--- src/rtl/core/abs_pkg.sv ---
// Shared types and constants for the alternating-bit sender.
`default_nettype none

package abs_pkg;

   localparam int QUEUE_SLOTS_DEF = 16;
   localparam int TAG_BITS_DEF    = 16;

   localparam int TIMEOUT_BITS = 16;
   localparam int REQ_TYPE_BITS = 2;
   localparam int STATUS_BITS = 4;
   localparam int QCOUNT_BITS = 4;

   localparam logic [TIMEOUT_BITS-1:0] TIMEOUT_RESET = 16'd30;

   typedef enum logic [REQ_TYPE_BITS-1:0] {
      REQ_MSG  = 2'd0,
      REQ_ACK  = 2'd1,
      REQ_TICK = 2'd2
   } req_kind_type;

   typedef enum logic [STATUS_BITS-1:0] {
      ST_SENT       = 4'd0,
      ST_QUEUED     = 4'd1,
      ST_FULL       = 4'd2,
      ST_UNEXPECTED = 4'd3,
      ST_CORRUPT    = 4'd4,
      ST_WRONG      = 4'd5,
      ST_IDLE       = 4'd6,
      ST_NEXT       = 4'd7,
      ST_RESENT     = 4'd8,
      ST_TICK       = 4'd9
   } status_type;

   typedef struct packed {
      logic push;
      logic pop;
   } queue_cmd_type;

   typedef struct packed {
      logic empty;
      logic full;
   } queue_flags_type;

endpackage

`default_nettype wire

--- src/rtl/core/alternating_bit_sender.sv ---
// Top level of the alternating-bit sender: input register, decision logic, result register.
// Requests wait in the input register; results are held in the result register for rsp_.
// Throughput: one transaction per cycle, sustained, while rsp_tready stays high;
// the single input register and single result register set that figure.
// Reset (synchronous, active high) returns to idle with sequence bit 0, an empty
// queue and a timeout of 30 ticks; queue storage itself is not cleared.
`default_nettype none

module alternating_bit_sender
   import abs_pkg::*;
#(
   parameter int QUEUE_SLOTS = QUEUE_SLOTS_DEF,
   parameter int TAG_BITS    = TAG_BITS_DEF
) (
   input  wire logic                                   clock,
   input  wire logic                                   reset,
   // Configuration: timeout in ticks.
   input  wire logic                                   csr_write_en,
   input  wire logic [TIMEOUT_BITS-1:0]                csr_write_data,
   // Request channel.
   input  wire logic                                   req_tvalid,
   output logic                                        req_tready,
   // tdata from bit 0: msg_tag, ack_number, checksum_ok, zero fill.
   input  wire logic [((TAG_BITS+2+7)/8)*8-1:0]        req_tdata,
   // tuser: req_type.
   input  wire logic [REQ_TYPE_BITS-1:0]               req_tuser,
   // Response channel.
   output logic                                        rsp_tvalid,
   input  wire logic                                   rsp_tready,
   // tdata from bit 0: send_valid, send_seq, send_tag, queued_count, zero fill.
   output logic [((TAG_BITS+2+QCOUNT_BITS+7)/8)*8-1:0] rsp_tdata,
   // tuser: status.
   output logic [STATUS_BITS-1:0]                      rsp_tuser
);

   localparam int RSP_W = ((TAG_BITS + 2 + QCOUNT_BITS + 7) / 8) * 8;

   // Input register: holds one request transaction until the decision
   // logic can hand its result to the result register.
   logic                     in_valid_ff;
   logic [REQ_TYPE_BITS-1:0] in_type_ff;
   logic [TAG_BITS-1:0]      in_tag_ff;
   logic                     in_ack_ff;
   logic                     in_csok_ff;

   // Result register.
   logic                     out_valid_ff;
   logic                     out_send_valid_ff;
   logic                     out_send_seq_ff;
   logic [TAG_BITS-1:0]      out_send_tag_ff;
   status_type               out_status_ff;
   logic [QCOUNT_BITS-1:0]   out_count_ff;

   logic                     advance;
   logic                     req_accept;

   queue_cmd_type            qcmd;
   queue_flags_type          qflags;
   logic [TAG_BITS-1:0]      head_tag;
   logic [QCOUNT_BITS-1:0]   count_next;

   logic                     send_valid;
   logic                     send_seq;
   logic [TAG_BITS-1:0]      send_tag;
   status_type               status;

   // The held transaction is processed in the cycle the result register
   // is free or is being emptied; protocol state updates in that cycle.
   assign advance    = in_valid_ff && (!out_valid_ff || rsp_tready);
   assign req_tready = !in_valid_ff || advance;
   assign req_accept = req_tvalid && req_tready;

   always_ff @(posedge clock) begin
      if (reset) begin
         in_valid_ff <= 1'b0;
      end else if (req_accept) begin
         in_valid_ff <= 1'b1;
      end else if (advance) begin
         in_valid_ff <= 1'b0;
      end
   end

   always_ff @(posedge clock) begin
      if (req_accept) begin
         in_type_ff <= req_tuser;
         in_tag_ff  <= req_tdata[TAG_BITS-1:0];
         in_ack_ff  <= req_tdata[TAG_BITS];
         in_csok_ff <= req_tdata[TAG_BITS+1];
      end
   end

   abs_ctrl #(
      .TAG_BITS(TAG_BITS)
   ) u_ctrl (
      .clock          (clock),
      .reset          (reset),
      .csr_write_en   (csr_write_en),
      .csr_write_data (csr_write_data),
      .ev_valid       (advance),
      .ev_type        (in_type_ff),
      .ev_tag         (in_tag_ff),
      .ev_ack_number  (in_ack_ff),
      .ev_checksum_ok (in_csok_ff),
      .qflags         (qflags),
      .head_tag       (head_tag),
      .qcmd           (qcmd),
      .send_valid     (send_valid),
      .send_seq       (send_seq),
      .send_tag       (send_tag),
      .status         (status)
   );

   abs_queue #(
      .QUEUE_SLOTS(QUEUE_SLOTS),
      .TAG_BITS   (TAG_BITS)
   ) u_queue (
      .clock      (clock),
      .reset      (reset),
      .cmd        (qcmd),
      .push_tag   (in_tag_ff),
      .flags      (qflags),
      .head_tag   (head_tag),
      .count_next (count_next)
   );

   // The result register takes a new transaction whenever the input
   // register advances, so a result taken in one cycle is replaced by the
   // next one at the same edge with no bubble.
   always_ff @(posedge clock) begin
      if (reset) begin
         out_valid_ff <= 1'b0;
      end else if (advance) begin
         out_valid_ff <= 1'b1;
      end else if (rsp_tready) begin
         out_valid_ff <= 1'b0;
      end
   end

   always_ff @(posedge clock) begin
      if (advance) begin
         out_send_valid_ff <= send_valid;
         out_send_seq_ff   <= send_seq;
         out_send_tag_ff   <= send_tag;
         out_status_ff     <= status;
         out_count_ff      <= count_next;
      end
   end

   assign rsp_tvalid = out_valid_ff;
   assign rsp_tdata  = RSP_W'({out_count_ff, out_send_tag_ff, out_send_seq_ff,
                               out_send_valid_ff});
   assign rsp_tuser  = out_status_ff;

endmodule

`default_nettype wire

--- src/rtl/core/abs_queue.sv ---
// Ring queue of pending message tags with a registered head read.
`default_nettype none

module abs_queue
   import abs_pkg::*;
#(
   parameter int QUEUE_SLOTS = QUEUE_SLOTS_DEF,
   parameter int TAG_BITS    = TAG_BITS_DEF
) (
   input  wire logic                   clock,
   input  wire logic                   reset,
   input  wire queue_cmd_type          cmd,
   input  wire logic [TAG_BITS-1:0]    push_tag,
   output queue_flags_type             flags,
   output logic [TAG_BITS-1:0]         head_tag,
   output logic [QCOUNT_BITS-1:0]      count_next
);

   localparam int IDX_W = $clog2(QUEUE_SLOTS);
   localparam int CNT_W = (IDX_W + 1 > QCOUNT_BITS) ? IDX_W + 1 : QCOUNT_BITS;
   localparam logic [IDX_W-1:0] LAST_IDX = IDX_W'(QUEUE_SLOTS - 1);
   localparam logic [CNT_W-1:0] SLOTS_C  = CNT_W'(QUEUE_SLOTS);

   logic [TAG_BITS-1:0] mem [QUEUE_SLOTS];

   logic [IDX_W-1:0]    rd_ff, rd_in;
   logic [IDX_W-1:0]    wr_ff, wr_in;
   logic [TAG_BITS-1:0] head_ff;
   logic [CNT_W-1:0]    cnt;

   function automatic logic [IDX_W-1:0] next_slot(input logic [IDX_W-1:0] i);
      next_slot = (i == LAST_IDX) ? '0 : i + 1'b1;
   endfunction

   always_comb begin
      flags.empty = (rd_ff == wr_ff);
      flags.full  = (next_slot(wr_ff) == rd_ff);
      rd_in = cmd.pop  ? next_slot(rd_ff) : rd_ff;
      wr_in = cmd.push ? next_slot(wr_ff) : wr_ff;
      if (wr_in >= rd_in) begin
         cnt = CNT_W'(wr_in) - CNT_W'(rd_in);
      end else begin
         cnt = CNT_W'(wr_in) + SLOTS_C - CNT_W'(rd_in);
      end
      count_next = cnt[QCOUNT_BITS-1:0];
   end

   always_ff @(posedge clock) begin
      if (reset) begin
         rd_ff <= '0;
         wr_ff <= '0;
      end else begin
         rd_ff <= rd_in;
         wr_ff <= wr_in;
      end
   end

   // Storage and head read; a write to the slot about to become the head
   // is forwarded so head_ff always mirrors the entry at the read pointer.
   always_ff @(posedge clock) begin
      if (cmd.push) begin
         mem[wr_ff] <= push_tag;
      end
      if (cmd.push && (wr_ff == rd_in)) begin
         head_ff <= push_tag;
      end else begin
         head_ff <= mem[rd_in];
      end
   end

   assign head_tag = head_ff;

endmodule

`default_nettype wire

--- src/rtl/core/abs_ctrl.sv ---
// Protocol state and per-event decision logic of the sender.
`default_nettype none

module abs_ctrl
   import abs_pkg::*;
#(
   parameter int TAG_BITS = TAG_BITS_DEF
) (
   input  wire logic                    clock,
   input  wire logic                    reset,
   input  wire logic                    csr_write_en,
   input  wire logic [TIMEOUT_BITS-1:0] csr_write_data,
   input  wire logic                    ev_valid,
   input  wire logic [REQ_TYPE_BITS-1:0] ev_type,
   input  wire logic [TAG_BITS-1:0]     ev_tag,
   input  wire logic                    ev_ack_number,
   input  wire logic                    ev_checksum_ok,
   input  wire queue_flags_type         qflags,
   input  wire logic [TAG_BITS-1:0]     head_tag,
   output queue_cmd_type                qcmd,
   output logic                         send_valid,
   output logic                         send_seq,
   output logic [TAG_BITS-1:0]          send_tag,
   output status_type                   status
);

   logic [TIMEOUT_BITS-1:0] timeout_ff;
   logic                    waiting_ff, waiting_in;
   logic                    seq_ff, seq_in;
   logic [TAG_BITS-1:0]     last_tag_ff, last_tag_in;
   logic [TIMEOUT_BITS-1:0] countdown_ff, countdown_in;

   always_comb begin
      waiting_in   = waiting_ff;
      seq_in       = seq_ff;
      last_tag_in  = last_tag_ff;
      countdown_in = countdown_ff;
      qcmd         = '0;
      send_valid   = 1'b0;
      send_seq     = 1'b0;
      send_tag     = '0;
      status       = ST_TICK;
      if (ev_valid) begin
         case (req_kind_type'(ev_type))
            REQ_MSG: begin
               if (!waiting_ff) begin
                  send_valid = 1'b1;
                  send_tag   = ev_tag;
                  status     = ST_SENT;
               end else if (qflags.full) begin
                  // Oldest entry is discarded and the new message dropped.
                  qcmd.pop = 1'b1;
                  status   = ST_FULL;
               end else begin
                  qcmd.push = 1'b1;
                  status    = ST_QUEUED;
               end
            end
            REQ_ACK: begin
               if (!waiting_ff) begin
                  status = ST_UNEXPECTED;
               end else if (!ev_checksum_ok) begin
                  status = ST_CORRUPT;
               end else if (ev_ack_number != seq_ff) begin
                  status = ST_WRONG;
               end else begin
                  seq_in = ~seq_ff;
                  if (!qflags.empty) begin
                     qcmd.pop   = 1'b1;
                     send_valid = 1'b1;
                     send_tag   = head_tag;
                     status     = ST_NEXT;
                  end else begin
                     waiting_in   = 1'b0;
                     countdown_in = '0;
                     status       = ST_IDLE;
                  end
               end
            end
            REQ_TICK: begin
               if (waiting_ff) begin
                  if (countdown_ff <= TIMEOUT_BITS'(1)) begin
                     send_valid = 1'b1;
                     send_tag   = last_tag_ff;
                     status     = ST_RESENT;
                  end else begin
                     countdown_in = countdown_ff - 1'b1;
                  end
               end
            end
            default: begin
               status = ST_TICK;
            end
         endcase
         if (send_valid) begin
            last_tag_in  = send_tag;
            waiting_in   = 1'b1;
            countdown_in = timeout_ff;
            send_seq     = seq_in;
         end
      end
   end

   // The timeout register starts at the reset value and takes every write made outside reset.
   always_ff @(posedge clock) begin
      if (reset) begin
         timeout_ff   <= TIMEOUT_RESET;
         waiting_ff   <= 1'b0;
         seq_ff       <= 1'b0;
         last_tag_ff  <= '0;
         countdown_ff <= '0;
      end else begin
         if (csr_write_en) begin
            timeout_ff <= csr_write_data;
         end
         waiting_ff   <= waiting_in;
         seq_ff       <= seq_in;
         last_tag_ff  <= last_tag_in;
         countdown_ff <= countdown_in;
      end
   end

endmodule

`default_nettype wire

--- config.mk ---
export PLATFORM = sky130hd
export DESIGN_NAME = alternating_bit_sender
export DESIGN_NICKNAME = d
export VERILOG_FILES = /design/src/rtl/core/abs_pkg.sv /design/src/rtl/core/alternating_bit_sender.sv /design/src/rtl/core/abs_queue.sv /design/src/rtl/core/abs_ctrl.sv
export SDC_FILE = /design/constraint.sdc
export NUM_CORES = 1
export LEC_CHECK = 0
export BUFFER_PORTS_ARGS = -buffer_cell sky130_fd_sc_hd__buf_4
export CAP_MARGIN = 20
export CELL_PAD_IN_SITES_DETAIL_PLACEMENT = 1
export CELL_PAD_IN_SITES_GLOBAL_PLACEMENT = 1
export CORE_AREA = 3 3 225 271
export DETAILED_ROUTE_END_ITERATION = 8
export DIE_AREA = 0 0 228 274
export GPL_TIMING_DRIVEN = 0
export PLACE_DENSITY = 0.45
export SETUP_SLACK_MARGIN = 0.3
export SYNTH_ARGS = -nofsm -noshare
export SYNTH_HDL_FRONTEND = slang
export SYNTH_SLANG_ARGS = --single-unit
--- constraint.sdc ---
create_clock -name clock -period 6.3 [get_ports clock]
set_clock_uncertainty 0.2 [all_clocks]
set_input_delay 0 -clock clock [delete_from_list [all_inputs] [get_ports clock]]
set_output_delay 0 -clock clock [all_outputs]
set_load 0.01 [all_outputs]
==> flow_metrics.tcl <==
set metrics [dict create \
    r2r_slack_ns 2.63 \
    cp-end-kind "register" \
    hold_path_startpoint "rsp_tready" \
    totalWireLength_mm 43.3 \
    synth.top_cell.area_share 0.623 \
    die_height_um 274 \
    comb_power_share 0.052 \
    met3_usage 0.0232 \
    globalplace.congestion 0.735 \
    seq_area_frac_synth 0.711 \
    post_synth_instance_area_sq_um 14600 \
    antenna_found_initial 0 \
    die_width_um 228 \
    internal_power_w 0.00407 \
    synth-seq-cells 366 \
    synth_cell_types 56 \
    floorplan.die_area_sq_um 62500 \
    clock-root-buffer "sky130_fd_sc_hd__clkbuf_16" \
    synthCells 868 \
    gr-total-overflow 0 \
    cts_resized 0 \
    route.antenna.remaining_nets 0 \
    clk_pwr_share 0.433 \
    holdPathStages 4 \
    synth_commonest_cells "302 x sky130_fd_sc_hd__edfxtp_1, 89 x sky130_fd_sc_hd__nor2_1, 80 x sky130_fd_sc_hd__mux4_2" \
    synth-async-reset-ratio 0 \
    pin_count 77 \
    groute.layer.met2.usage 0.251 \
    detailedRoute.firstIterationViolations 466 \
    clk_latency_ns 0.56 \
    clkTransAtPathRegs_ns 0.06 \
    cts_buffer_depth 3 \
    period_needed_ns 3.67 \
    cp.buffers_inverters 1 \
    vias 8375 \
    critical-path-max-stage-delay_ns 0.47 \
    swShare 0.222 \
    drive_gt1_frac 0.244 \
    p_leak_nw 6.09 \
    critical-path-top-cell-by-count "sky130_fd_sc_hd__maj3_2" \
    slowest_stage "sky130_fd_sc_hd__nor2_2" \
    setup-violations-final 0 \
    worstHoldEndpoint "rsp_tvalid" \
    cts_inserted_buffers 42 \
    route.detailed.vias_per_inst 4.41 \
    avgSynthCellArea_sq_um 16.8 \
    worst_pin_slew_ns 1.10 \
    drv_slew 0 \
    htree_num_levels 2 \
    rr_worst_depth 11 \
    layout.filler_cells 6169 \
    total_switching_power_w 0.00116 \
    placed_area_sq_um 16300 \
    grt_first_pass_wirelength_mm 63.3 \
    critPathKind "register to register" \
    pre_antenna_drt_iters 4 \
    syn2layout_area_growth_pct 26.6 \
    grt_max_degree 31 \
    initial_utilization 0.249 \
    post-route-period-util 0.583 \
    core_area_sq_um 58500 \
    gr-usage-all-layers 0.139 \
    synth_area_leaders "sky130_fd_sc_hd__edfxtp_1 62%, sky130_fd_sc_hd__mux4_2 12%, sky130_fd_sc_hd__dfxtp_1 8.8%" \
    timing.critical_path.cells "clkbuf_1 > and3b_1 > nand3_1 > nor2_2 > a31o_2 > nand2_1 > a21o_1 > ha_1 > maj3_2 > maj3_2 > xnor2_1" \
    fin_tns_setup_ns 0 \
    fmax_mhz 272 \
    remaining_drc_errors 0 \
    outcome "complete, no violations" \
    reg2reg_to "out_count_ff[3]" \
    crit_arrival_ns 3.77 \
    worst_setup_path_start_kind "register" \
    cts_num_sinks 366 \
    ys.warnings.count 0 \
    timing.critical_path.max_delay_family "simple AND/OR/NAND/NOR gates" \
    synth_edf_count 302 \
    worst_hold_path_type "input port to register" \
    pwr_density_cell_nw_per_um2 284 \
    library_cell_with_the_largest_summed_area_after_synthesis "sky130_fd_sc_hd__edfxtp_1" \
    grt_setup_unrepaired "no" \
    dominantRegCellSynth "sky130_fd_sc_hd__edfxtp_1" \
    antennaDiodeCount 0 \
    gr-usage-met1 0.171 \
    p_seq_frac 0.516 \
    worst_r2r_startpoint "in_type_ff[0]" \
    fp-row-count 97 \
    worst_ir_drop_vdd_mv 0.149 \
    route.detailed.wl_per_inst_um 22.8 \
    hpwl_mm 27.9 \
    required_ns 6.40 \
    post-synth-top-count-cell "sky130_fd_sc_hd__edfxtp_1" \
    globalRoute.busiestLayer "met2" \
    count_of_buffers_from_port_buffering 67 \
    timing.max_slew.rel_slack 0.269 \
    nNetsFinal 1134 \
    utilization 0.315 \
    cap_violations 0 \
    cts_tree "built" \
    final_design_area_no_fill_sq_um 18400 \
    grt_pass1_vias 9152 \
    timing_hold_violations_final 0 \
    crit_path_max_fanout 10 \
]
[state kept, by name (all words and copies together) (netlist names), 2 cells and up, named ones only]
signal,flops
rsp_tuser,4
in_tag_ff,16
u_queue.wr_ff,4
u_queue.mem,256
in_type_ff,2
out_send_tag_ff,16
out_count_ff,4
u_ctrl.countdown_ff,16
u_ctrl.last_tag_ff,16
u_ctrl.timeout_ff,16
u_queue.rd_ff,4
[timing repair]
| item | in CTS | in global routing |
|---|---|---|
| endpoints found under the hold margin | 50 | 0 |
| setup buffers | 0 | 0 |
| hold buffers | 85 | 0 |
[tightest hold or removal path: stages]
cell and delay, ns:
sky130_fd_sc_hd__dlygate4sd3_1 0.53, sky130_fd_sc_hd__buf_4 0.11, sky130_fd_sc_hd__nand2b_1 0.12, sky130_fd_sc_hd__a21oi_1 0.07
[per-stage QoR]
| step | hold slack, ns | power [W] | setup slack [ns] | instances |
|---|---|---|---|---|
| finish | 0.116 | 0.00523 | 2.63 | 1900 |
| CTS | 0.0782 | 0.00533 | 2.57 | 1900 |
| global placement | -0.0218 | 0.00298 | 0.733 | 1728 |
| detailed placement | -0.0204 | 0.00298 | 2.59 | 1742 |
| floorplan | -0.101 | 0.00287 | 2.92 | 869 |
| global route | 0.103 | 0.00545 | 2.34 | 1900 |
[logic make-up after synthesis]
family                   count (synthesis)  share of synthesized area
multiplexers                            93                      0.133
flip-flops                             366                      0.711
other                                    1                   0.000257
buffers and inverters                   68                     0.0212
AND/OR/NAND/NOR                        222                     0.0692
XOR/XNOR                                22                     0.0143
adder cells (fa/ha/maj)                 10                    0.00842
AO/OA/AOI/OAI                           86                     0.0435
[how the worst max path moves through the flow]
stage / from / endpoint / slack [ns] / cells past startpoint
global route: in_type_ff[0] / u_ctrl.last_tag_ff[11] / 2.34 / 10
global placement: in_type_ff[1] / u_queue.mem[3][12] / 0.73 / 6
finish: in_type_ff[0] / out_count_ff[3] / 2.63 / 11
detailed placement: in_type_ff[0] / out_count_ff[3] / 2.59 / 11
CTS: in_type_ff[0] / out_count_ff[3] / 2.57 / 11
floorplan: u_queue.wr_ff[0] / u_queue.mem[3][0] / 2.92 / 8
[power groups by stage]
| stage | combinational [W] | sequential [W] | clock (W) |
|---|---|---|---|
| final | 0.000270 | 0.00270 | 0.00226 |
| after global routing | 0.000298 | 0.00271 | 0.00244 |
| after CTS | 0.000276 | 0.00270 | 0.00235 |
| after detailed placement | 0.000231 | 0.00275 | 0 |
| after global placement | 0.000225 | 0.00275 | 0 |
| after floorplan | 0.000132 | 0.00273 | 0 |
[per-layer routing]
layer  part of all wire  vias to the layer above
met1               0.42                     4368
met5                  0                        -
met4              0.024                        0
li1                   -                     3788
met2               0.52                      158
met3              0.037                       61
[cell usage in the layout, fill, tap and decap left out, types with 3 or more instances in the layout]
| cell type | n |
|---|---|
| sky130_fd_sc_hd__dlygate4sd3_1 | 85 |
| sky130_fd_sc_hd__xor2_1 | 9 |
| sky130_fd_sc_hd__buf_2 | 13 |
| sky130_fd_sc_hd__nand3_1 | 5 |
| sky130_fd_sc_hd__a311oi_1 | 3 |
| sky130_fd_sc_hd__a211o_1 | 5 |
| sky130_fd_sc_hd__ha_1 | 8 |
| sky130_fd_sc_hd__nor3_2 | 5 |
| sky130_fd_sc_hd__clkbuf_16 | 43 |
| sky130_fd_sc_hd__a211oi_1 | 9 |
| sky130_fd_sc_hd__clkbuf_1 | 37 |
| sky130_fd_sc_hd__and2_1 | 3 |
| sky130_fd_sc_hd__nor4_1 | 3 |
| sky130_fd_sc_hd__nor2_4 | 8 |
| sky130_fd_sc_hd__nand2b_1 | 3 |
| sky130_fd_sc_hd__buf_8 | 7 |
| sky130_fd_sc_hd__buf_4 | 73 |
| sky130_fd_sc_hd__nor2_1 | 77 |
| sky130_fd_sc_hd__nor3_1 | 22 |
| sky130_fd_sc_hd__nand2_1 | 63 |
| sky130_fd_sc_hd__nor2_2 | 5 |
| sky130_fd_sc_hd__o21ai_0 | 12 |
| sky130_fd_sc_hd__edfxtp_1 | 302 |
| sky130_fd_sc_hd__buf_6 | 9 |
| sky130_fd_sc_hd__a21oi_1 | 12 |
| sky130_fd_sc_hd__clkinv_1 | 9 |
| sky130_fd_sc_hd__inv_1 | 13 |
| sky130_fd_sc_hd__xnor2_1 | 11 |
| sky130_fd_sc_hd__a22oi_1 | 27 |
| sky130_fd_sc_hd__mux2i_1 | 13 |
| sky130_fd_sc_hd__nand4b_1 | 3 |
| sky130_fd_sc_hd__clkinv_2 | 7 |
| sky130_fd_sc_hd__nor2b_1 | 9 |
| sky130_fd_sc_hd__or3_1 | 4 |
| sky130_fd_sc_hd__and3_1 | 3 |
| sky130_fd_sc_hd__buf_1 | 4 |
| sky130_fd_sc_hd__mux4_2 | 80 |
| sky130_fd_sc_hd__dfxtp_1 | 64 |
[layout make-up]
cell class,instances,area (sq um),share of cell area
multi-input cells,435,4010,0.217
inverters,15,56.3,0.00305
well taps,792,991,0.0537
clock buffers,52,1110,0.0602
repair buffers,166,1540,0.0834
plain buffers,53,253,0.0137
clock inverters,21,131,0.00713
flip-flops and latches,366,10300,0.561
No activity file was read; power rests on OpenSTA's default activity.
